[config.mk]
export PLATFORM = sky130hd
export DESIGN_NAME = ncts_front
export DESIGN_NICKNAME = d
export VERILOG_FILES = /design/src/hdl/ncts_pkg.sv /design/src/hdl/ncts_front.sv
export SDC_FILE = /design/constraint.sdc
export NUM_CORES = 1
export LEC_CHECK = 0
export BUFFER_PORTS_ARGS = -buffer_cell sky130_fd_sc_hd__buf_2
export CORE_MARGIN = 4
export CORE_UTILIZATION = 64
export DETAILED_ROUTE_END_ITERATION = 8
export PLACE_DENSITY_LB_ADDON = 0.08
export SYNTH_ARGS = -nofsm -noshare
export SYNTH_HDL_FRONTEND = slang
export SYNTH_SLANG_ARGS = --single-unit
export TNS_END_PERCENT = 20
[constraint.sdc]
create_clock -name clk -period 9.93 [get_ports clk]
set_clock_uncertainty 0.1 [all_clocks]
set_input_delay 1.986 -clock clk [delete_from_list [all_inputs] [get_ports clk]]
set_output_delay 1.986 -clock clk [all_outputs]
set_load 0.02 [all_outputs]
[src/hdl/ncts_pkg.sv]
// ---------------------------------------------------------------------------
// ncts_pkg
// Shared types and constants of the next collision time search.
// ---------------------------------------------------------------------------
package ncts_pkg;

  localparam int MaxParticles = 64;
  localparam int QueueDepth   = 2;
  localparam logic [30:0] GravityReset = 31'd642;

  // Kind of work handed from the front end to the back end.
  typedef enum logic [1:0] {
    KIND_FLOOR = 2'd0,
    KIND_PAIR  = 2'd1,
    KIND_SKIP  = 2'd2
  } kind_t;

  // Status codes of a result word.
  typedef enum logic [1:0] {
    STAT_OK   = 2'd0,
    STAT_ZERO = 2'd1,
    STAT_SENT = 2'd2
  } status_t;

  // Back end sequence: radicand setup, root, divide and finish.
  typedef enum logic [2:0] {
    ST_IDLE, ST_MUL_SQ, ST_MUL_GZ, ST_RAD, ST_SQRT, ST_LOAD, ST_DIV, ST_FIN
  } back_state_t;

  // For a floor item, mag is |v| and hgt is the height.
  // For a pair item, mag is |dv| and hgt is |dz|.
  typedef struct packed {
    kind_t       kind;
    logic        last;
    logic        neg;
    logic [32:0] mag;
    logic [30:0] hgt;
  } entry_t;

endpackage

[src/hdl/ncts_front.sv]
// ---------------------------------------------------------------------------
// ncts_front
// Accepts particles, pairs each with its predecessor and classifies the work.
// ---------------------------------------------------------------------------
module ncts_front #(
  parameter int MAX_PARTICLES = ncts_pkg::MaxParticles
) (
  input  logic                             clk,
  input  logic                             rst,
  input  logic                             in_valid,
  output logic                             in_ready,
  input  logic [30:0]                      height,
  input  logic signed [31:0]               vertical_velocity,
  input  logic                             last_particle,
  input  logic                             q_full,
  output logic                             q_push,
  output ncts_pkg::entry_t                 q_entry,
  output logic [$clog2(MAX_PARTICLES)-1:0] q_idx
);

  localparam int IW = $clog2(MAX_PARTICLES);

  logic [IW-1:0]      count;
  logic [30:0]        prev_height;
  logic signed [31:0] prev_velocity;
  logic signed [32:0] dv;
  logic [32:0]        av;

  assign in_ready = !q_full;
  assign q_push   = in_valid && !q_full;
  assign q_idx    = count;

  assign dv = 33'(vertical_velocity) - 33'(prev_velocity);
  assign av = vertical_velocity[31] ? -33'(vertical_velocity) : 33'(vertical_velocity);

  always_comb begin
    q_entry.last = last_particle;
    if (count == '0) begin
      q_entry.kind = ncts_pkg::KIND_FLOOR;
      q_entry.neg  = vertical_velocity[31];
      q_entry.mag  = av;
      q_entry.hgt  = height;
    end else begin
      q_entry.kind = dv[32] ? ncts_pkg::KIND_PAIR : ncts_pkg::KIND_SKIP;
      q_entry.neg  = 1'b0;
      q_entry.mag  = -dv;
      q_entry.hgt  = (height >= prev_height) ? height - prev_height : prev_height - height;
    end
  end

  always_ff @(posedge clk) begin
    if (rst) begin
      count         <= '0;
      prev_height   <= '0;
      prev_velocity <= '0;
    end else if (q_push) begin
      prev_height   <= height;
      prev_velocity <= vertical_velocity;
      if (last_particle) begin
        count <= '0;
      end else if (count != IW'(MAX_PARTICLES - 1)) begin
        count <= count + IW'(1);
      end
    end
  end

endmodule

==> results.md, run 1 <==
* Routed WL per cell at 16.6 µm
* Final core area utilization at 72.4%
* PortBufs at 143
* Worst path required time at 7.84 ns
* CTS HTree Levels at 3
* Mapped cell area at 9770 µm²
* Worst-path clk slew at about 0.05 ns
* Routed Antenna Nets at 0
* DRC viols at 0
* First-pass GRT wire length at 46100 µm
* Peak VDD IR at 80.2 µV
* Critical path class: in2out
* Critical Path Sink Type: output pin
* Share of cells above drive strength 1 at 12.9%
* Hold-fix buffers at CTS at 0
* Prevailing post-synth register cell: dfxtp_1
* Clk sinks at 69
* Slew Limit Fails at 0
* Cell count after synthesis at 1450
* R2R Setup Slk at 7.79 ns
* Buf/Inv on CP at 4
* Area leader, netlist: dfxtp_1
* I/O Pins at 144
* Gr ovfl total at 0
* Share of the synthesized area in the top cell type at 14.1%
* Critical R2R Launch: q_idx[0]
* Longest Clk Path Bufs at 2
* CP max stage delay at 0.52 ns
* Floorplan row count at 44
* GRT Overall Usage at 31.3%
* Max Cap Violations at 0
* Least-Margin Pin Slew at 0.947 ns
* Synth warn at 0
* Hpwl dp at roughly 21000 µm
* DRT iter0 DRCs at 820
* Top post-synthesis cells by area: dfxtp_1, ha_1, a21oi_1
* Via/cell ratio at approximately 6.1
* Register area share after synthesis at approximately 14%
* Largest net degree at the start of global routing at between 60 and 70
* RSZ-0062 raised after global routing: no
* R2R cell count at 7
* CP cell instances: buf_2 > inv_1 > ha_1 > and4_1 > a21boi_1 > o2111ai_1 > a21oi_1 > a21oi_1 > o41ai_4 > buf_4 > mux2i_1 > o221a_2 > o21ai_1 > xnor2_1 > o21ai_1 > buf_2
* CP startpoint kind: input pin
* Fin crit share at 82.5%
* Die W at 132 µm
* Die height at 132 µm
* Gpl congestion at about 1
* Ys async rst share at 0%
* Core Region at between 10000 and 15000 µm²
* Mapped Nets at 1619
* Synth unique cells at 83
* Slew margin rel. at 36.9%
* Setup violators final at 0
* FMAX at ~120 MHz
* Critical Path AT at 6.11 ns
* Final wirelength at 28400 µm
* Post-CTS Setup Bufs at 0
* Power Total at 1.19 mW
* Crit path max-delay cell type: o41ai_4
* Yosys reg bits at 69
* Top cells by count, synth: nand2_1, a21oi_1, inv_1
* Die footprint at 17300 µm²
* CP delay by family, top: compound AO/OA/AOI/OAI gates
* Vias at 10400
* Reg-to-reg endpoint: q_idx[5]
* Worst skew pair latency at 0.35 ns
* Power Dens Cells at 112 nW/µm²
* Mean Syn Cell Area at 6.73 µm²
* Synth-to-Final Area Change at 9.39%
* Status: finished, final reports clean
* Hold EP: prev_velocity[18]
* Post-synth EDFFs at 0
* HP Class: reg2reg
* Hold_sp: prev_velocity[18]
* Hold Path Depth at 2
* Vias in the first global route at 9469
* Number of gates resized after cts at 0
* Final min period at 8.19 ns
* CP Max Fanout at 15
* Final TNS setup at 0 ns
* Root buffer cell: clkbuf_16
* CTS tree: yes
* Most frequent cell after synthesis: nand2_1
* Initial Util at 66.2%
* Antenna violations before repair at 1
* Num CTS Buffers at 9
* Fin nets at 1698
* Fin. Hold Viols at 0
* Leak Pwr at ~4.7 nW
* Drt pass-1 iters at 5
-- worst max-delay path by stage --
| stage | start | to | depth (start not counted) |
|---|---|---|---|
| 3_5_place_dp | height[5] | q_entry[6] | 17 |
| 4_1_cts | height[5] | q_entry[6] | 17 |
| 2_1_floorplan | vertical_velocity[0] | q_entry[53] | 13 |
| 5_1_grt | height[6] | q_entry[6] | 17 |
| 3_3_place_gp | height[6] | q_entry[6] | 17 |
| 6_report | height[6] | q_entry[20] | 16 |
-- layout by cell type, fill, tap and decap left out, types with 13 or more instances in the layout --
| master | instances |
|---|---|
| a21o_1 | 43 |
| a21oi_1 | 208 |
| buf_2 | 143 |
| dfxtp_1 | 69 |
| ha_1 | 98 |
| inv_1 | 116 |
| mux2i_1 | 19 |
| nand2_1 | 224 |
| nand2b_1 | 13 |
| nand3_1 | 15 |
| nand4_1 | 19 |
| nor2_1 | 102 |
| nor2b_1 | 17 |
| nor3_1 | 24 |
| o21a_1 | 13 |
| o21ai_0 | 68 |
| o21bai_1 | 19 |
| o31ai_1 | 14 |
| xnor2_1 | 72 |
| xor2_1 | 39 |
-- layout make-up --
| class | count | area [µm²] |
|---|---|---|
| clock inverter | 3 | 15.0 |
| tap | 184 | 230 |
| inverter | 117 | 439 |
| multi-input combinational | 1183 | 7610 |
| timing repair buffer | 149 | 761 |
| clock buffer | 10 | 239 |
| antenna | 1 | 2.50 |
| sequential | 69 | 1380 |
| fill | 1305 | 4070 |
-- power by group --
group	internal [mW]	leakage (nW)	total [mW]	switching, mW
logic	0.220	4.01	0.590	0.370
clock network	0.171	0.130	0.304	0.133
registers	0.289	0.564	0.297	0.00820
-- stage by stage --
stage	std cells	area (µm²)	hold slack (ns)	setup slack (ns)
final	1716	10700	0.354	1.74
after global routing	1716	10700	0.368	1.54
after CTS	1715	10700	0.355	1.86
after detailed placement	1702	10400	0.348	1.88
after global placement	1702	10400	0.342	1.96
after floorplan	1450	9770	0.336	2.59
-- flip-flops by register name, summed over array words and instances (netlist names) --
name,flops
q_idx,6
prev_height,31
prev_velocity,32
-- logic make-up after synthesis --
group	after synthesis	share of synthesized area, %
compound gates	457	28.7
xor+xnor	111	9.96
fa+ha+maj	101	13.2
buf+inv	198	7.94
flops	69	14.1
mux	26	2.75
simple gates	488	23.3
-- routing by layer --
layer  share of wire, %  vias to the layer above  global-route usage [%]
met1                 45                     4768                    41.7
met4                2.3                        0                    10.2
li1                   -                     5190                       -
met3                6.2                       50                    3.63
met2                 47                      376                    52.9
met5                  0                        -                       0
-- worst register-to-register path, cell delays in order (launching register included) --
cell and delay, ns:
dfxtp_1 0.43, ha_1 0.21, nand3_1 0.11, o31ai_1 0.66, nor2_1 0.17, nand3_1 0.14
xor2_1 0.16, nor2_1 0.05
No activity file was read; power rests on OpenSTA's default activity.
==> inputs of run 2 (changes only) <==
- CORE_UTILIZATION: 64 -> 54
- clock period: 9.93 -> 6.73 ns (I/O delays scaled with it)
==> run 2 against run 1 <==
Compared with the run above:
- sequential share of layout area decreased by 0.34 points
- count of clock-buffer cells in the layout increased by 1
- largest cell class unchanged
- final cell count increased by 3.4%
- global-route usage decreased by 2.6 points
- critical endpoint is now q_entry[53]
==> results.md, run 2 (synthesized netlist as in run 1, its figures left out) <==
* Status: finished, final reports clean
* Cell Area, Placed at 10600 µm²
* CP max stage delay at between 0.5 and 0.6 ns
* CP startpoint kind: input pin
* PortBufs at 143
* Register bank with the most flops: prev_velocity
* Metal2 WL at about 14000 µm
* Power Total at 1.93 mW
* Setup violators final at 0
* Routed Antenna Nets at 0
* Floorplan row count at 48
* Seq pwr share at 22.7%
* Fin crit share at 96.9%
* Num CTS Buffers at 9
* Clk sinks at 69
* Least-Margin Pin Slew at between 0.9 and 1 ns
* I/O Pins at 144
* Fin. Hold Viols at 0
* Final core area utilization at ~63%
* Fin nets at approximately 1700
* Gr ovfl total at 0
* Drt pass-1 iters at 7
* Highest-count cells in the layout ignoring fill and taps: nand2_1, a21oi_1, buf_2
* Largest net degree at the start of global routing at 67
* Worst-path clk slew at 0.06 ns
* Worst path required time at 5.28 ns
* Metal-1 WL at approximately 13000 µm
* CP Max Fanout at 5
* First-pass GRT wire length at approximately 48000 µm
* Sw Ratio at approximately 40%
* Most common cell after layout, fill and taps aside: nand2_1
* Initial Util at 55.7%
* Int Power at 1.15 mW
* Max Cap Violations at 0
* Via/cell ratio at 5.89
* Vias at about 10000
* HP Class: reg2reg
* Peak VDD IR at 145 µV
* Final wirelength at approximately 29000 µm
* Critical path class: in2out
* CP cell instances: buf_2 > inv_1 > ha_1 > fa_1 > nor2b_2 > o31ai_2 > a21o_2 > a211oi_1 > o21ai_1 > nor3_1 > nand4_1 > or4_4 > xor2_1 > a21oi_1 > buf_2
* Post-CTS Setup Bufs at 0
* Hpwl dp at approximately 22000 µm
* Max layer used: met4
* Wire length on met3 at 1670 µm
* Fin cells at 1774
* CTS tree: yes
* Hold_ws at 0.355 ns
* Die height at ~140 µm
* Flip-flop count of the largest register after layout at 32
* Die W at 142 µm
* Gpl congestion at 1.00
* CTS HTree Levels at 3
* Post-route cell area at ~11000 µm²
* Antenna violations before repair at 2
* Synth-to-Final Area Change at 12.4%
* Critical Path AT at 5.07 ns
* Root buffer cell: clkbuf_16
* Fin worst setup slack at between 0.2 and 0.25 ns
* Slew Limit Fails at 0
* Final min period at around 6.5 ns
* Worst skew pair latency at 0.35 ns
* Clock share of power at 31.1%
* Power Dens Cells at between 150 and 200 nW/µm²
* Setup slack at placement at 0.137 ns
* Core Region at 17500 µm²
* Critical Path Sink Type: output pin
* DRC viols at 0
* Slew margin rel. at 35.6%
* Crit path max-delay cell type: or4_4
* DRT iter0 DRCs at between 800 and 900
* Sw Pwr at 0.780 mW
* GRT Overall Usage at 28.7%
* Vias in the first global route at 9856
* Final TNS setup at 0 ns
* Combinational Power Share at 46.1%
* Most used cell, CP: buf_2
* Die footprint at approximately 20000 µm²
* FMAX at 153 MHz
* Leak Pwr at 4.82 nW
* Routed WL per cell at 16.6 µm
* RSZ-0062 raised after global routing: no
* Placed cell count at 1756
* Longest Clk Path Bufs at 2
* Share of cells above drive strength 1 at 13.9%
[run 2: power groups by stage]
stage               clock, mW  combinational [mW]  sequential [mW]
floorplan                   0               0.632            0.444
global placement            0               0.868            0.446
detailed placement          0               0.870            0.447
CTS                     0.612               0.877            0.438
global route            0.626               0.977            0.440
finish                  0.600               0.889            0.438
[run 2: layer usage]
| metal | vias up | GRT usage, % |
|---|---|---|
| met1 | 4796 | 37.9 |
| met3 | 71 | 3.49 |
| met5 | - | 0 |
| li1 | 5216 | - |
| met4 | 0 | 9.80 |
| met2 | 357 | 48.5 |
[run 2: worst max-delay path, delay by kind of cell]
kind / cells / cell delay [ns]
fa+ha+maj: 2 / 0.62
compound gates: 5 / 1.18
xor+xnor: 1 / 0.16
buf+inv: 3 / 0.40
simple gates: 4 / 1.35
[run 2: cell type report]
class                           instances  area, µm²
Sequential cell                        69       1380
Timing Repair Buffer                  162        883
Tap cell                              225        282
Inverter                              117        439
Antenna cell                            2       5.00
Fill cell                            1723       6560
Clock buffer                           11        253
Multi-Input combinational cell       1183       7620
Clock inverter                          5        106
[run 2: path summary, 6_finish.rpt]
| check | slack (ns) | end | start | cells after the start |
|---|---|---|---|---|
| setup / recovery | 0.21 | q_entry[53] | vertical_velocity[0] | 15 |
| hold / removal | 0.36 | prev_velocity[11] | prev_velocity[11] | 2 |
| setup reg to reg | 4.61 | q_idx[5] | q_idx[0] | 7 |
| hold reg to reg | 0.36 | prev_velocity[11] | prev_velocity[11] | 2 |
[run 2: timing repair]
item	in CTS	in global routing
resized for setup	0	2
hold buffers	0	0
setup endpoints to repair	0	3
