File: src/hdl/ncts_fifo.sv
// ---------------------------------------------------------------------------
// ncts_fifo
// Small register queue between the front end and the back end.
// ---------------------------------------------------------------------------
module ncts_fifo #(
  parameter int WIDTH = 8,
  parameter int DEPTH = 2
) (
  input  logic             clk,
  input  logic             rst,
  input  logic             push,
  input  logic [WIDTH-1:0] push_data,
  output logic             full,
  input  logic             pop,
  output logic             not_empty,
  output logic [WIDTH-1:0] pop_data
);

  localparam int PW = (DEPTH > 1) ? $clog2(DEPTH) : 1;
  localparam int CW = $clog2(DEPTH + 1);

  logic [WIDTH-1:0] slots [DEPTH];
  logic [PW-1:0]    wr_ptr;
  logic [PW-1:0]    rd_ptr;
  logic [CW-1:0]    fill;

  assign full      = (fill == CW'(DEPTH));
  assign not_empty = (fill != '0);
  assign pop_data  = slots[rd_ptr];

  always_ff @(posedge clk) begin
    if (push && !full) begin
      slots[wr_ptr] <= push_data;
    end
  end

  always_ff @(posedge clk) begin
    if (rst) begin
      wr_ptr <= '0;
      rd_ptr <= '0;
      fill   <= '0;
    end else begin
      if (push && !full) begin
        wr_ptr <= (wr_ptr == PW'(DEPTH - 1)) ? '0 : wr_ptr + PW'(1);
      end
      if (pop && not_empty) begin
        rd_ptr <= (rd_ptr == PW'(DEPTH - 1)) ? '0 : rd_ptr + PW'(1);
      end
      fill <= fill + CW'(push && !full) - CW'(pop && not_empty);
    end
  end

endmodule

File: config.mk
export PLATFORM = sky130hd
export DESIGN_NAME = ncts_fifo
export DESIGN_NICKNAME = d
export VERILOG_FILES = /design/src/hdl/ncts_fifo.sv
export SDC_FILE = /design/constraint.sdc
export NUM_CORES = 1
export LEC_CHECK = 0
export CAP_MARGIN = 20
export CORE_UTILIZATION = 54
export DETAILED_ROUTE_END_ITERATION = 10
export DONT_BUFFER_PORTS = 1
export PLACE_DENSITY_LB_ADDON = 0.2
export REMOVE_ABC_BUFFERS = 1
export SYNTH_ARGS = -nofsm -noshare
export SYNTH_HDL_FRONTEND = slang
export SYNTH_SLANG_ARGS = --single-unit
File: constraint.sdc
create_clock -name clk -period 2.28 [get_ports clk]
set_input_delay 0.228 -clock clk [delete_from_list [all_inputs] [get_ports clk]]
set_output_delay 0.228 -clock clk [all_outputs]
set_load 0.01 [all_outputs]
==> metrics.md, run 1 <==
| Metric | Value |
|---|---|
| Outcome | `finished, final reports clean` |
| Drc violations | `0` |
| Number of search-and-repair iterations in the first detailed-routing pass | `2` |
| Worst hold path type | `input port to register` |
| Routed Wire Length | `1.19 mm` |
| Critical Path Sink Type | `register` |
| Cell leakage power | `0.329 nW` |
| Combinational group share of total power | `0.261` |
| Worst slew margin | `0.760` |
| Mean post-synth cell area | `15.6 um^2` |
| Initial antenna violation count | `0` |
| Yosys warning count | `0` |
| Port buffer count | `0` |
| Rows | `13` |
| Met3 Use GR | `0.0435` |
| Post-layout instance area | `865 um^2` |
| Final setup violation count | `0` |
| Utilization after layout | `0.640` |
| Switch share | `0.305` |
| Switch Pwr | `0.295 mW` |
| Setup skew after layout | `0.00526 ns` |
| Top cells by area, synth | `edfxtp_1, dfxtp_1, mux2_1, mux2_2, ha_1` |
| Maximum achievable frequency | `0.618 GHz` |
| Sum Neg Setup Slack | `0 ns` |
| Number of top-level design ports | `22` |
| Number of synthesized register bits | `21` |
| Signed area change from the synthesized netlist to the final layout | `6.31%` |
| Layout cell share with drive strength beyond 1 | `0.214` |
| Post-route antenna net violation count | `0` |
| Effective utilization at floorplan | `0.602` |
| Final Wtd Congestion | `0.602` |
| Share of the cycle needed by the critical path after routing | `0.710` |
| Avg WL per Cell | `16.7 um` |
| Critical setup path kind | `register to register` |
| Worst Max-Slew Pin Slew | `0.359 ns` |
| Most frequent cell on the critical path | `ha_1` |
| Clock buffer depth | `2` |
| Grt met2 use | `0.297` |
| Post-CTS Setup Repair Bufs | `0` |
| Clock power frac | `0.174` |
| Post-placement setup slack | `0.672 ns` |
| Share of total power in sequential cells | `0.565` |
| CTS tree | `yes` |
| Routed vias | `392` |
| Die Y | `40.8 um` |
| Clock root buffer | `clkbuf_4` |
| Area of the mapped netlist | `813 um^2` |
| Crit Path Max Fanout | `5` |
| Fraction of met1 tracks used by global routing | `0.159` |
| CP Data Required Time | `2.47 ns` |
| Sinks on the clock net | `21` |
| Number of nets at the end of the flow | `71` |
| CTS buffer count | `3` |
| Cell accounting for the most synthesized area | `edfxtp_1` |
| Critical path, cell by cell | `o21a_2 -> ha_1 -> inv_1 -> ha_1 -> xor2_1 -> and2_1 -> nor3_1` |
| Seq/Total Area, Yosys | `0.714` |
| H-tree levels | `1` |
| Slowest stage cell on the critical path | `dfxtp_1` |
| Arrival time reported for the critical path endpoint | `1.81 ns` |
| Total global routing overflow | `0` |
| RSZ-0062 raised after global routing | `false` |
| Placed instance area | `827 um^2` |
| Worst skew pair latency | `0.29 ns` |
| Final critical-path required period | `1.62 ns` |
| Fin. Hold Viols | `0` |
| Routing layer with the top usage in global route | `met2` |
| Total inserted antenna cells | `0` |
| Maximum single-stage delay on the critical path | `0.37 ns` |
| Peak supply drop | `0.756 mV` |
| Max-slew violation total from the final report | `0` |
| Largest net degree at the start of global routing | `13` |
| Number of standard cells after synthesis | `52` |
| Per-cell via count in the routed design | `5.52` |
| Die outline width | `40.8 um` |
| Drt first-iter violations | `2` |
| Total routing usage reported by global routing | `0.166` |
| Power density normalized to cell area | `1120 nW/um^2` |
| Post-route worst setup slack | `0.662 ns` |
| Placeable core area | `1350 um^2` |
| Number of distinct library cells after synthesis | `22` |
| Clock transition at path regs | `0.11 ns` |
| DP HPWL | `900 um` |
| Max Cap Violations | `0` |
| Top cell type's share of synthesized area | `0.591` |
| Global-route wire length before repair | `1.64 mm` |
| Via count of the first global-routing pass | `370` |
| Total Die Area | `1670 um^2` |
| P_int | `0.672 mW` |
| Element type at the critical path start | `register` |
## what timing repair did
item	4_1_cts	5_1_grt
resized for setup	0	0
endpoints found under the hold margin	5	0
hold buffers	1	0
## worst max-delay path: cells and delay by family, from the launching register on
family,cells,cell delay (ns)
xor gates and xnor gates,1,0.21
and+or+nand+nor,2,0.20
adders and majority gates,2,0.44
DFF,1,0.37
buffers and inverters,1,0.05
AOI/OAI and AO/OA,1,0.24
## power groups by stage
stage | clock, mW | sequential, mW | combinational (mW)
after floorplan | 0 | 0.539 | 0.219
after global placement | 0 | 0.546 | 0.238
after detailed placement | 0 | 0.557 | 0.255
after CTS | 0.173 | 0.548 | 0.259
after global routing | 0.181 | 0.560 | 0.284
final | 0.169 | 0.546 | 0.252
## kinds of logic (layout without fill, tap and decap cells)
kind of cell    Yosys count  in the layout  synth area share
mux                       8              8             0.111
compound gates            3              3            0.0231
simple gates             11             11            0.0754
flops                    21             21             0.714
xor+xnor                  2              2            0.0215
buf+inv                   5              9            0.0246
fa+ha+maj                 2              2            0.0308
## placed cells by master (no fill, tap or decap)
cell / Yosys / layout
edfxtp_1: 16 / 16
mux2_1: 5 / 5
dfxtp_1: 5 / 5
inv_1: 3 / 3
mux2_2: 3 / 3
nor2_1: 3 / 3
clkbuf_4: 0 / 3
ha_1: 2 / 2
o21a_2: 1 / 1
or2_2: 1 / 1
nand2b_2: 1 / 1
inv_2: 1 / 1
nand2_1: 1 / 1
and3_2: 1 / 1
or3_1: 1 / 1
nor2b_1: 1 / 1
xnor2_1: 1 / 1
xor2_1: 1 / 1
and2_1: 1 / 1
nor3_1: 1 / 1
o21ai_0: 1 / 1
a21oi_1: 1 / 1
clkinv_2: 0 / 1
dlygate4sd3_1: 0 / 1
## registers in the layout, indices dropped and copies added (netlist names), named ones only
register  count
rd_ptr        1
slots        16
wr_ptr        1
fill          2
## routing by layer
layer,vias up,share of wire
li1,193,-
met1,187,0.39
met2,10,0.55
met3,2,0.058
met4,0,0.0059
met5,-,0
## through the flow
stage / power [mW] / hold slack, ns / cells
after detailed placement: 0.812 / 0.301 / 66
after floorplan: 0.758 / 0.297 / 51
final: 0.967 / 0.0210 / 71
after global routing: 1.02 / 0.00965 / 71
after CTS: 0.979 / 0.0162 / 71
after global placement: 0.784 / 0.299 / 66
## cell usage after synthesis, drive strengths merged
library cell  number
nand2              1
edfxtp            16
a21oi              1
nand2b             1
nor2b              1
xnor2              1
nor3               1
dfxtp              5
mux2               8
or3                1
ha                 2
or2                1
nor2               3
and2               1
and3               1
o21a               1
buf                1
o21ai              1
xor2               1
inv                4
## layout make-up
| cell class | instances | area (um^2) |
|---|---|---|
| Tap cell | 15 | 18.8 |
| Timing Repair Buffer | 1 | 10.0 |
| Multi-Input combinational cell | 26 | 213 |
| Clock buffer | 3 | 22.5 |
| Fill cell | 102 | 485 |
| Inverter | 4 | 15.0 |
| Clock inverter | 1 | 5.00 |
| Sequential cell | 21 | 581 |
## worst paths after layout
kind | from | endpoint | cells past startpoint | slack (ns)
worst max-delay path | fill[1] | fill[1] | 7 | 0.66
worst max register to register | fill[1] | fill[1] | 7 | 0.66
worst min-delay path | push_data[5] | slots[0][5] | 0 | 0.02
worst min register to register | wr_ptr | wr_ptr | 2 | 0.50
Power figures use the tool's default switching activity.
==> run 2: changes to the inputs <==
- clock period: 2.28 -> 1.7 ns (I/O delays scaled with it)
==> metrics.md, run 2 (synthesis gave the netlist of run 1 again) <==
| Metric | Value |
|---|---|
| Peak supply drop | `0.841 mV (+11%)` |
| Per-cell via count in the routed design | `5.49 (-0.50%)` |
| Placed instance area | `827 um^2 (unchanged)` |
| Hold Path Cell Cnt | `3 (+3)` |
| Most common cell after layout, fill and taps aside | `edfxtp_1` |
| Die outline width | `40.8 um (unchanged)` |
| Final hold slack | `0.132 ns (+0.111 ns)` |
| Number of search-and-repair iterations in the first detailed-routing pass | `4 (+2)` |
| Number of nets at the end of the flow | `79 (+11%)` |
| Filler cells | `91 (-11%)` |
| Via count of the first global-routing pass | `432 (+17%)` |
| Final critical-path required period | `1.60 ns (-0.0192 ns)` |
| Critical Path Sink Type | `register` |
| Element type at the critical path start | `register` |
| Maximum achievable frequency | `0.625 GHz (+1.2%)` |
| Register with the highest flop count | `slots` |
| Critical hold path startpoint | `push` |
| Effective utilization at floorplan | `0.602 (unchanged)` |
| Rows | `13 (unchanged)` |
| Worst hold endpoint | `wr_ptr` |
| H-tree levels | `1 (unchanged)` |
| Global-route wire length before repair | `1.88 mm (+14%)` |
| Avg WL per Cell | `16.7 um (-0.21%)` |
| Largest net degree at the start of global routing | `13 (unchanged)` |
| Worst hold path type | `input port to register` |
| Routed vias | `434 (+11%)` |
| CTS tree | `yes` |
| Post-route antenna net violation count | `0 (unchanged)` |
| Critical setup path kind | `register to register` |
| Layout cell share with drive strength beyond 1 | `0.219 (+0.00446)` |
| Crit Path Max Fanout | `5 (unchanged)` |
| Total routing usage reported by global routing | `0.187 (+0.0205)` |
| Clock transition at path regs | `0.11 ns (about the same)` |
| Reg2reg start | `fill[1]` |
| Drc violations | `0 (unchanged)` |
| CTS buffer count | `3 (unchanged)` |
| Total Die Area | `1670 um^2 (unchanged)` |
| Sum Neg Setup Slack | `0 ns (unchanged)` |
| Fin. Hold Viols | `0 (unchanged)` |
| Signed area change from the synthesized netlist to the final layout | `16.5%` |
| Placeable core area | `1350 um^2 (unchanged)` |
| Outcome | `finished, final reports clean` |
| Port buffer count | `0 (unchanged)` |
| Sinks on the clock net | `21 (unchanged)` |
| Worst slew margin | `0.767 (+0.00702)` |
| Commonest non-fill, non-tap cells in the layout | `edfxtp_1, dlygate4sd3_1, mux2_1` |
| Reg2reg setup slack | `0.10 ns (-0.56 ns)` |
| Clock buffer depth | `2 (unchanged)` |
| Post-layout instance area | `947 um^2 (+9.6%)` |
| Post-CTS Setup Repair Bufs | `0 (unchanged)` |
| Clock root buffer | `clkbuf_4` |
| Total global routing overflow | `0 (unchanged)` |
| CP Data Required Time | `1.92 ns (-0.55 ns)` |
| Worst Reg-to-Reg Cells | `7 (unchanged)` |
| Routed Wire Length | `1.32 mm (+11%)` |
| Worst skew pair latency | `0.30 ns (about the same)` |
| Max reg flops | `16 (unchanged)` |
| Setup skew after layout | `0.00471 ns (-0.000545 ns)` |
| Max-slew violation total from the final report | `0 (unchanged)` |
| Number of top-level design ports | `22 (unchanged)` |
| Cell leakage power | `0.363 nW (+10%)` |
| Largest registers in the final layout | `slots: 16 flops, fill: 2 flops` |
| DP HPWL | `945 um (+5.0%)` |
| Initial antenna violation count | `0 (unchanged)` |
| End of the worst register-to-register path | `fill[1]` |
| Arrival time reported for the critical path endpoint | `1.82 ns (about the same)` |
| Final Wtd Congestion | `0.586 (-2.7%)` |
| Power density normalized to cell area | `1400 nW/um^2 (+25%)` |
| Max Cap Violations | `0 (unchanged)` |
| Final setup violation count | `0 (unchanged)` |
| Share of the cycle needed by the critical path after routing | `0.940 (+0.231)` |
| Total inserted antenna cells | `0 (unchanged)` |
| RSZ-0062 raised after global routing | `false` |
| Drt first-iter violations | `11 (+9)` |
| Die Y | `40.8 um (unchanged)` |
| Worst Max-Slew Pin Slew | `0.348 ns (-0.0105 ns)` |
==> run 2: cell count changes in the layout (fill, tap and decap cells not counted), sizes merged <==
cell	change
dlygate4sd3	+8
==> run 2: per-stage QoR <==
stage | util | instances | worst slack [ns] | power [mW]
after floorplan | - | 51 | 0.226 | 1.02
after global placement | 0.613 | 66 | 0.208 | 1.05
after detailed placement | 0.613 | 66 | 0.0933 | 1.09
after CTS | 0.700 | 79 | 0.0543 | 1.33
after global routing | 0.702 | 79 | 0.0148 | 1.40
final | 0.702 | 79 | 0.101 | 1.33
==> run 2: area by class of cell <==
cell class / count / area, um^2 / share of cell area
inverter: 4 / 15.0 / 0.0159
clock buffer: 3 / 22.5 / 0.0238
sequential: 21 / 583 / 0.616
tap: 15 / 18.8 / 0.0198
clock inverter: 1 / 5.00 / 0.00528
timing repair buffer: 9 / 90.1 / 0.0951
multi-input combinational: 26 / 213 / 0.225
==> run 2: per-layer routing <==
metal / up-vias / GRT usage / wire, um
li1: 208 / - / -
met1: 208 / 0.191 / 507
met2: 15 / 0.336 / 737
met3: 3 / 0.0380 / 56
met4: 0 / 0.125 / 17
met5: - / 0 / 0
==> run 2: power by group <==
part | internal, mW | total, mW | switching, mW
clock | 0.0876 | 0.231 | 0.143
sequential | 0.668 | 0.740 | 0.0722
combinational | 0.163 | 0.357 | 0.193
==> run 2: worst max-delay path by stage <==
stage | startpoint | endpoint | slack [ns] | cells past startpoint
2_1_floorplan | fill[1] | fill[1] | 0.23 | 7
3_3_place_gp | fill[1] | fill[1] | 0.21 | 7
3_5_place_dp | fill[0] | fill[1] | 0.09 | 8
6_report | fill[1] | fill[1] | 0.10 | 7
4_1_cts | fill[0] | fill[1] | 0.05 | 8
5_1_grt | fill[1] | fill[1] | 0.01 | 7
==> run 2: timing repair <==
action,CTS,global route
hold buffers,9,0
setup endpoints to repair,0,1
endpoints found under the hold margin,21,0
resized for setup,0,2
==> run 2: critical path, stage by stage (launching register included) <==
cell,delay (ns)
dfxtp_2,0.36
o21a_2,0.23
ha_1,0.28
inv_1,0.04
ha_1,0.18
xor2_1,0.15
and2_1,0.15
nor3_1,0.13
